==> src/pta_pkg.sv <==
// shared types for the palindromic tree append block
// transfer payloads and the command/status groups between controller and datapath
package pta_pkg;

  localparam int unsigned LetterW = 5;
  localparam int unsigned ResW    = 13;

  typedef struct packed {
    logic               opcode;
    logic [LetterW-1:0] letter;
  } in_t;

  typedef struct packed {
    logic [ResW-1:0] suffix_palindrome_length;
    logic [ResW-1:0] suffix_node;
    logic            node_created;
    logic            store_full;
  } out_t;

  localparam logic OpAppend = 1'b0;
  localparam logic OpClear  = 1'b1;

  typedef struct packed {
    logic wipe;
    logic capture;
    logic clear;
    logic res_last;
    logic res_full;
    logic append;
    logic walk_adv;
    logic walk_len;
    logic cur_save;
    logic child_chk;
    logic node_new;
    logic node_old;
    logic walk2_start;
    logic link_wr;
    logic fin_load;
  } cmd_t;

  typedef struct packed {
    logic wipe_done;
    logic op_clear;
    logic bad_letter;
    logic full;
    logic match;
    logic create;
    logic cur_odd;
  } sts_t;

endpackage

==> src/pta_ctrl.sv <==
// controller: sequences the suffix-link walks, node creation and result transfer
// depends on pta_pkg
module pta_ctrl import pta_pkg::*; (
  input  logic clk_i,
  input  logic rst_ni,
  input  logic in_valid_i,
  output logic in_stall_o,
  output logic out_valid_o,
  input  logic out_stall_i,
  input  sts_t sts_i,
  output cmd_t cmd_o
);

  localparam logic [3:0] StIdle = 4'd0;
  localparam logic [3:0] StDec  = 4'd1;
  localparam logic [3:0] StWReq = 4'd2;
  localparam logic [3:0] StWCmp = 4'd3;
  localparam logic [3:0] StWLen = 4'd4;
  localparam logic [3:0] StCRd  = 4'd5;
  localparam logic [3:0] StCVal = 4'd6;
  localparam logic [3:0] StURd  = 4'd7;
  localparam logic [3:0] StFin  = 4'd8;
  localparam logic [3:0] StWipe = 4'd9;

  logic [3:0] state_q, state_d;
  logic       phase2_q, phase2_d;
  logic       out_valid_q, out_valid_d;
  logic       out_free;

  assign out_free    = !out_valid_q || !out_stall_i;
  assign in_stall_o  = (state_q != StIdle);
  assign out_valid_o = out_valid_q;

  always_comb begin
    cmd_o       = '0;
    state_d     = state_q;
    phase2_d    = phase2_q;
    out_valid_d = out_valid_q && out_stall_i;
    case (state_q)
      // zero the child table once after reset
      StWipe: begin
        cmd_o.wipe = 1'b1;
        if (sts_i.wipe_done) begin
          state_d = StIdle;
        end
      end
      StIdle: begin
        if (in_valid_i) begin
          cmd_o.capture = 1'b1;
          state_d       = StDec;
        end
      end
      StDec: begin
        state_d = StFin;
        if (sts_i.op_clear) begin
          cmd_o.clear = 1'b1;
        end else if (sts_i.bad_letter) begin
          cmd_o.res_last = 1'b1;
        end else if (sts_i.full) begin
          cmd_o.res_last = 1'b1;
          cmd_o.res_full = 1'b1;
        end else begin
          cmd_o.append = 1'b1;
          phase2_d     = 1'b0;
          state_d      = StWReq;
        end
      end
      StWReq: state_d = StWCmp;
      StWCmp: begin
        if (sts_i.match) begin
          if (phase2_q) begin
            state_d = StURd;
          end else begin
            cmd_o.cur_save = 1'b1;
            state_d        = StCRd;
          end
        end else begin
          cmd_o.walk_adv = 1'b1;
          state_d        = StWLen;
        end
      end
      StWLen: begin
        cmd_o.walk_len = 1'b1;
        state_d        = StWReq;
      end
      StCRd: begin
        cmd_o.child_chk = 1'b1;
        state_d         = StCVal;
      end
      StCVal: begin
        if (sts_i.create) begin
          cmd_o.node_new = 1'b1;
          if (sts_i.cur_odd) begin
            state_d = StFin;
          end else begin
            // second walk finds the suffix link of the new node
            cmd_o.walk2_start = 1'b1;
            phase2_d          = 1'b1;
            state_d           = StWLen;
          end
        end else begin
          cmd_o.node_old = 1'b1;
          state_d        = StFin;
        end
      end
      StURd: begin
        cmd_o.link_wr = 1'b1;
        state_d       = StFin;
      end
      StFin: begin
        if (out_free) begin
          cmd_o.fin_load = 1'b1;
          out_valid_d    = 1'b1;
          state_d        = StIdle;
        end
      end
      default: state_d = StIdle;
    endcase
  end

  always_ff @(posedge clk_i or negedge rst_ni) begin
    if (!rst_ni) begin
      state_q     <= StWipe;
      phase2_q    <= 1'b0;
      out_valid_q <= 1'b0;
    end else begin
      state_q     <= state_d;
      phase2_q    <= phase2_d;
      out_valid_q <= out_valid_d;
    end
  end

endmodule

==> config.mk <==
export PLATFORM = sky130hd
export DESIGN_NAME = pta_ctrl
export DESIGN_NICKNAME = d
export VERILOG_FILES = /design/src/pta_pkg.sv /design/src/pta_ctrl.sv
export SDC_FILE = /design/constraint.sdc
export NUM_CORES = 1
export LEC_CHECK = 0
export BUFFER_PORTS_ARGS = -buffer_cell sky130_fd_sc_hd__buf_2
export CAP_MARGIN = 20
export CORE_AREA = 2 2 39 41
export CTS_CLUSTER_DIAMETER = 30
export CTS_CLUSTER_SIZE = 30
export DETAILED_ROUTE_END_ITERATION = 8
export DIE_AREA = 0 0 41 43
export PLACE_DENSITY = 0.7
export SKIP_LAST_GASP = 1
export SYNTH_ARGS = -nofsm -noshare
export SYNTH_HDL_FRONTEND = slang
export SYNTH_SLANG_ARGS = --single-unit
==> constraint.sdc <==
create_clock -name clk_i -period 3.4 [get_ports clk_i]
set_input_delay 0.68 -clock clk_i [delete_from_list [all_inputs] [get_ports clk_i]]
set_output_delay 0.68 -clock clk_i [all_outputs]
set_load 0.005 [all_outputs]
==> impl_metrics.csv, run 1 <==
group,metric,value,unit
run_status,status,"finished, final reports clean",
synthesis,yosysTopAreaCell,"dfrtp_1",
global_route,antenna_found_initial,0,
synthesis,syn_area_per_cell,8.13,µm²
sta,final.setup_skew,0.000906,ns
sta,worst_pin_slew,0.351,ns
die,start_util,36.4,%
synthesis,syn_nets,73,
power_and_ir_drop,ir_worst_vdd,0.273,mV
layout,stdcell_count,105,
routing,first_pass_iters,2,
sta,max_slew_margin,76.6,%
die,dieArea,1760,µm²
routing,routedWlPerCell,11.3,µm
synthesis,synth_top_cell_area_share,19.9,%
critical_path,path_class,"reg2out",
cts,h-tree-depth,1,
synthesis,synth_edf_count,0,
synthesis,ys_top_cells_by_area,"dfrtp_1 (20%), dfstp_2 (10%), nor2_1 (6.7%)",
sta,holdWs,0.252,ns
cts,clkTransAtPathRegs,0.04,ns
cts,clock-root-buffer,"clkbuf_4",
cts,cts_buffers,3,
sta,setup_violations,0,
die,rows,14,
place,io_buffers,27,
synthesis,syn_area,504,µm²
cts,hold_buffers,0,
critical_path,cp_max_fo,11,
critical_path,worstReg2RegStart,"state_q[0]$_DFFE_PN1P_",
power_and_ir_drop,p_leak,0.364,nW
die,core,1380,µm²
critical_path,r2r-end,"phase2_q$_DFFE_PN0P_",
critical_path,r2r_cells,3,
sta,timing.fmax,437,MHz
die,die_h,43,µm
die,ioPinCount,28,
critical_path,crit_path_start_kind,"flop",
power_and_ir_drop,p_per_area,636,nW/µm²
place,globalplace.congestion,0.821,
place,dp_hpwl,951,µm
routing,route.detailed.drc,0,
place,dp.cells,102,
synthesis,async_flop_share,100,%
critical_path,r2r_slack,1.94,ns
synthesis,ys_seq_area_share,30.3,%
critical_path,endpoint,"cmd_o[10]",
sta,finalCritPeriodShare,67.3,%
critical_path,required,2.72,ns
routing,ant_nets,0,
routing,vias_per_cell,5.08,
critical_path,critPathLaunch,"state_q[0]$_DFFE_PN1P_",
cts,cts_tree,"done",
layout,syn_to_final_growth,29.3,%
critical_path,arrival,1.61,ns
global_route,grt_pass1_vias,484,
global_route,grt_max_degree,14,
synthesis,synth_cells,62,
cts,cts_num_sinks,6,
sta,grt_setup_unrepaired,"no",
synthesis,yosys_register_bits,6,
layout,nets,102,
synthesis,synth_ff_type,"dfrtp_1",
synthesis,yosysUniqueCellTypes,31,
global_route,grt_usage,16.0,%
routing,first_iter_violations,8,
sta,slew_viol_final,0,
flow_run,maxCapViolCount,0,
power_and_ir_drop,total_power,0.000414,W
sta,min_period,2.29,ns
synthesis,yosys_warnings,0,
sta,setup_tns,0,ns
layout,drive_gt1_share,42.7,%
global_route,grt_overflow,0,
die,die_w,41,µm
cts,clk_path_buf_depth,2,
routing,wl,1180,µm
critical_path,end_kind,"primary output",
layout,antenna_cells,0,
cts,postCtsSetupBuffers,0,
sta,finalHoldViolCount,0,
global_route,grt_pass1_wl,2000,µm
routing,vias,533,
worst_hold_path,hp-class,"in2async",
cts,ctsResizeCount,0,
cts,worstSkewPairLatency,0.24,ns
## cells in the mapped netlist (2+ instances only)
library cell and n:
nor2b_1 2, nor3b_1 3, nor2_1 9, buf_6 2
nand2b_1 3, nand2_1 5, o21ai_0 3, inv_1 3
dfstp_2 2, and2_1 2, a21oi_1 4, nor3_1 2
dfrtp_1 4
## worst min path at each step
| stage | start | end | slack [ns] | cells past startpoint |
|---|---|---|---|---|
| after CTS | rst_ni | state_q[2]$_DFFE_PN0P_ | 0.25 | 1 |
| final | rst_ni | phase2_q$_DFFE_PN0P_ | 0.25 | 1 |
| after global placement | rst_ni | phase2_q$_DFFE_PN0P_ | 0.51 | 1 |
| after floorplan | rst_ni | out_valid_o$_DFF_PN0_ | 0.38 | 0 |
| after detailed placement | rst_ni | phase2_q$_DFFE_PN0P_ | 0.51 | 1 |
| after global routing | rst_ni | phase2_q$_DFFE_PN0P_ | 0.25 | 1 |
## cell families after synthesis
kind of cell    count (synthesis)  synth area share (%)
compound gates                 12                  15.6
buf+inv                         6                  8.19
flops                           6                  30.3
simple gates                   38                  45.9
## final cells by class
class / instances / area [µm²]
well taps: 16 / 20.0
multi-input cells: 50 / 310
repair buffers: 27 / 135
fillers: 152 / 732
flip-flops and latches: 6 / 153
clock buffers: 3 / 22.5
inverters: 3 / 11.3
## stage by stage
step                      utilization [%]  worst slack (ns)  instance area [µm²]
after CTS                            47.1              1.11                  652
after floorplan                         -              1.53                  504
final                                47.1              1.11                  652
after global placement               45.5              1.41                  629
after detailed placement             45.5              1.37                  629
after global routing                 47.1              1.01                  652
## critical path, cell delays in order, from the launching register on
cell	delay [ns]
dfstp_2	0.61
nor3b_1	0.32
nand2_1	0.11
nor3b_1	0.18
buf_2	0.14
## cells in the final DEF, fill, tap and decap left out, types with 3 or more instances in the layout
master	Yosys	final
a21oi_1	4	4
buf_2	0	27
clkbuf_4	0	3
dfrtp_1	4	4
inv_1	3	3
nand2_1	5	5
nand2b_1	3	3
nor2_1	9	9
nor3b_1	3	3
o21ai_0	3	3
## layer usage
| metal | share of wire (%) | global-route usage, % | vias to the layer above |
|---|---|---|---|
| met4 | 0 | 4.00 | 0 |
| met1 | 42 | 21.1 | 251 |
| met5 | 0 | 0 | - |
| li1 | - | - | 269 |
| met3 | 5.0 | 3.14 | 0 |
| met2 | 53 | 25.6 | 13 |
## power breakdown
part	switching [W]	internal (W)	leakage [nW]
registers	0.0000494	0.000104	0.0751
clock network	0.0000247	0.0000399	0.0138
logic	0.0000885	0.000108	0.275
## registers in the layout (all words and copies together) (netlist names)
name,count
state_q,4
out_valid_o,1
phase2_q,1
Note: power is estimated with default switching activity, not from simulation.
==> run 2, diff against run 1 <==
--- a/config.mk
+++ b/config.mk
@@ -7,12 +7,11 @@
 export LEC_CHECK = 0
 export BUFFER_PORTS_ARGS = -buffer_cell sky130_fd_sc_hd__buf_2
 export CAP_MARGIN = 20
-export CORE_AREA = 2 2 39 41
+export CORE_UTILIZATION = 38
 export CTS_CLUSTER_DIAMETER = 30
 export CTS_CLUSTER_SIZE = 30
 export DETAILED_ROUTE_END_ITERATION = 8
-export DIE_AREA = 0 0 41 43
-export PLACE_DENSITY = 0.7
+export PLACE_DENSITY = 0.73
 export SKIP_LAST_GASP = 1
 export SYNTH_ARGS = -nofsm -noshare
 export SYNTH_HDL_FRONTEND = slang
==> constraint.sdc (replaced) <==
create_clock -name clk_i -period 1.9 [get_ports clk_i]
set_input_delay 0.38 -clock clk_i [delete_from_list [all_inputs] [get_ports clk_i]]
set_output_delay 0.38 -clock clk_i [all_outputs]
set_load 0.005 [all_outputs]
==> impl_metrics.csv, run 2 (synthesized netlist as in run 1, its figures left out) <==
group,metric,value,unit
routing,wl,1240,µm
layout,top_register,"state_q",
layout,largest_register_ffs,4,
routing,first_iter_violations,13,
sta,finalHoldViolCount,0,
layout,nets,109,
global_route,grt_pass1_vias,437,
critical_path,cp_slowest_cell,"dfstp_2",
power_and_ir_drop,p_per_area,1130,nW/µm²
die,start_util,43.1,%
layout,multi_input_area,332,µm²
layout,final_common_cell,"buf_2",
worst_hold_path,hp-class,"in2reg",
flow_run,maxCapViolCount,0,
critical_path,worstReg2RegStart,"state_q[3]$_DFFE_PN1P_",
place,placed_area,634,µm²
power_and_ir_drop,clock_power_share,13.7,%
routing,ant_nets,0,
critical_path,cp_max_fo,3,
cts,clkTransAtPathRegs,0.04,ns
cts,cts_buffers,3,
critical_path,arrival,1.47,ns
sta,timing.fmax,541,MHz
critical_path,end_kind,"primary output",
sta,holdWs,0.403,ns
routing,vias,567,
die,core,1170,µm²
place,io_buffers,27,
worst_hold_path,hold_start,"out_stall_i",
critical_path,critPathLaunch,"state_q[3]$_DFFE_PN1P_",
power_and_ir_drop,intPower,0.000505,W
critical_path,crit_chain,"or4b_4 > a21oi_2 > buf_2",
cts,clock-root-buffer,"clkbuf_4",
cts,cts_tree,"done",
power_and_ir_drop,pwr-share-seq,27.9,%
power_and_ir_drop,total_power,0.000820,W
power_and_ir_drop,p_leak,0.405,nW
die,rows,12,
global_route,grt_max_degree,13,
cts,h-tree-depth,1,
die,ioPinCount,28,
routing,routedWlPerCell,11.3,µm
routing,vias_per_cell,5.15,
sta,max_slew_margin,85.9,%
routing,route.detailed.drc,0,
die,dieArea,1480,µm²
layout,final_cell_mix,"buf_2 (27), nor2_1 (9), nand2_1 (5), buf_4 (5)",
power_and_ir_drop,swShare,38.4,%
critical_path,path_class,"reg2out",
die,die_h,38.4,µm
power_and_ir_drop,ir_worst_vdd,0.563,mV
cts,cts_num_sinks,6,
sta,final.setup_skew,0.00288,ns
run_status,status,"finished, final reports clean",
sta,setup_violations,0,
layout,syn_to_final_growth,43.7,%
global_route,grt_usage,17.7,%
place,globalplace.congestion,0.850,
power_and_ir_drop,comb_power_share,58.4,%
sta,worst_pin_slew,0.210,ns
layout,antenna_cells,0,
place,dp_hpwl,919,µm
power_and_ir_drop,p_sw,0.000315,W
layout,regArea,154,µm²
sta,finalCritPeriodShare,97.2,%
global_route,grt_overflow,0,
cts,worstSkewPairLatency,0.24,ns
critical_path,required,1.52,ns
layout,final_cell_area,724,µm²
critical_path,max_stage_delay,0.52,ns
sta,slew_viol_final,0,
sta,min_period,1.85,ns
routing,first_pass_iters,4,
sta,grt_setup_unrepaired,"yes",
die,die_w,38.4,µm
layout,fill_cells,109,
global_route,antenna_found_initial,0,
layout,drive_gt1_share,49.0,%
cts,clk_path_buf_depth,2,
global_route,grt_pass1_wl,1790,µm
critical_path,crit_path_start_kind,"flop",
-- run 2: changes by cell type in the layout (fill, tap and decap cells not counted), sizes merged --
cell / change
buf: +5
clkbuf: +1
dlygate4sd3: +1
-- run 2: worst paths after layout --
check | end | slack (ns) | depth (start not counted)
hold reg to reg | phase2_q$_DFFE_PN0P_ | 0.52 | 1
hold / removal | out_valid_o$_DFF_PN0_ | 0.40 | 3
setup reg to reg | state_q[2]$_DFFE_PN0P_ | 0.42 | 5
max in group asynchronous | state_q[0]$_DFFE_PN1P_ | 1.17 | 2
min in group asynchronous | out_valid_o$_DFF_PN0_ | 0.50 | 2
setup / recovery | cmd_o[0] | 0.05 | 3
-- run 2: through the flow --
step                      instances  setup TNS [ns]  util (%)  setup WS (ns)
after detailed placement        101               0      54.2          0.196
after CTS                       106               0      58.0        0.00888
final                           110               0      61.9         0.0528
after global placement          101               0      54.2          0.222
after floorplan                  62               0         -          0.329
after global routing            110         -0.0288      61.9        -0.0232
-- run 2: power by group through the flow --
stage               Clock [W]  Combinational [W]  Sequential [W]
floorplan                   0           0.000322        0.000219
global placement            0           0.000388        0.000244
detailed placement          0           0.000396        0.000245
CTS                  0.000117           0.000431        0.000230
global route         0.000125           0.000535        0.000236
finish               0.000113           0.000479        0.000229
-- run 2: final cells by class --
type / instances / share of cell area (%)
flip-flops and latches: 6 / 21.2
repair buffers: 34 / 25.9
multi-input cells: 50 / 45.8
clock buffers: 3 / 3.11
inverters: 3 / 1.55
well taps: 14 / 2.42
-- run 2: layer usage --
| layer | routed length, µm | share of wire [%] | vias to the layer above | GRT usage, % |
|---|---|---|---|---|
| met1 | 542 | 44 | 266 | 23.7 |
| met5 | 0 | 0 | - | 0 |
| li1 | - | - | 282 | - |
| met3 | 74 | 6.0 | 0 | 6.98 |
| met2 | 624 | 50 | 19 | 27.5 |
| met4 | 0 | 0 | 0 | 2.59 |
-- run 2: worst max-delay path, delay by kind of cell, from the launching register on --
family | cells | cell delay (ns)
flip-flops | 1 | 0.52
AND/OR/NAND/NOR | 1 | 0.48
AO/OA/AOI/OAI | 1 | 0.12
buffers and inverters | 1 | 0.12
-- run 2: repair_timing --
item                                    4_1_cts  5_1_grt
hold buffers                                  1        0
endpoints found under the setup margin        3        3
buffers inserted                              1        4
cloned                                        0        0
gates resized for setup                       1        4
hold endpoints to repair                      4        0
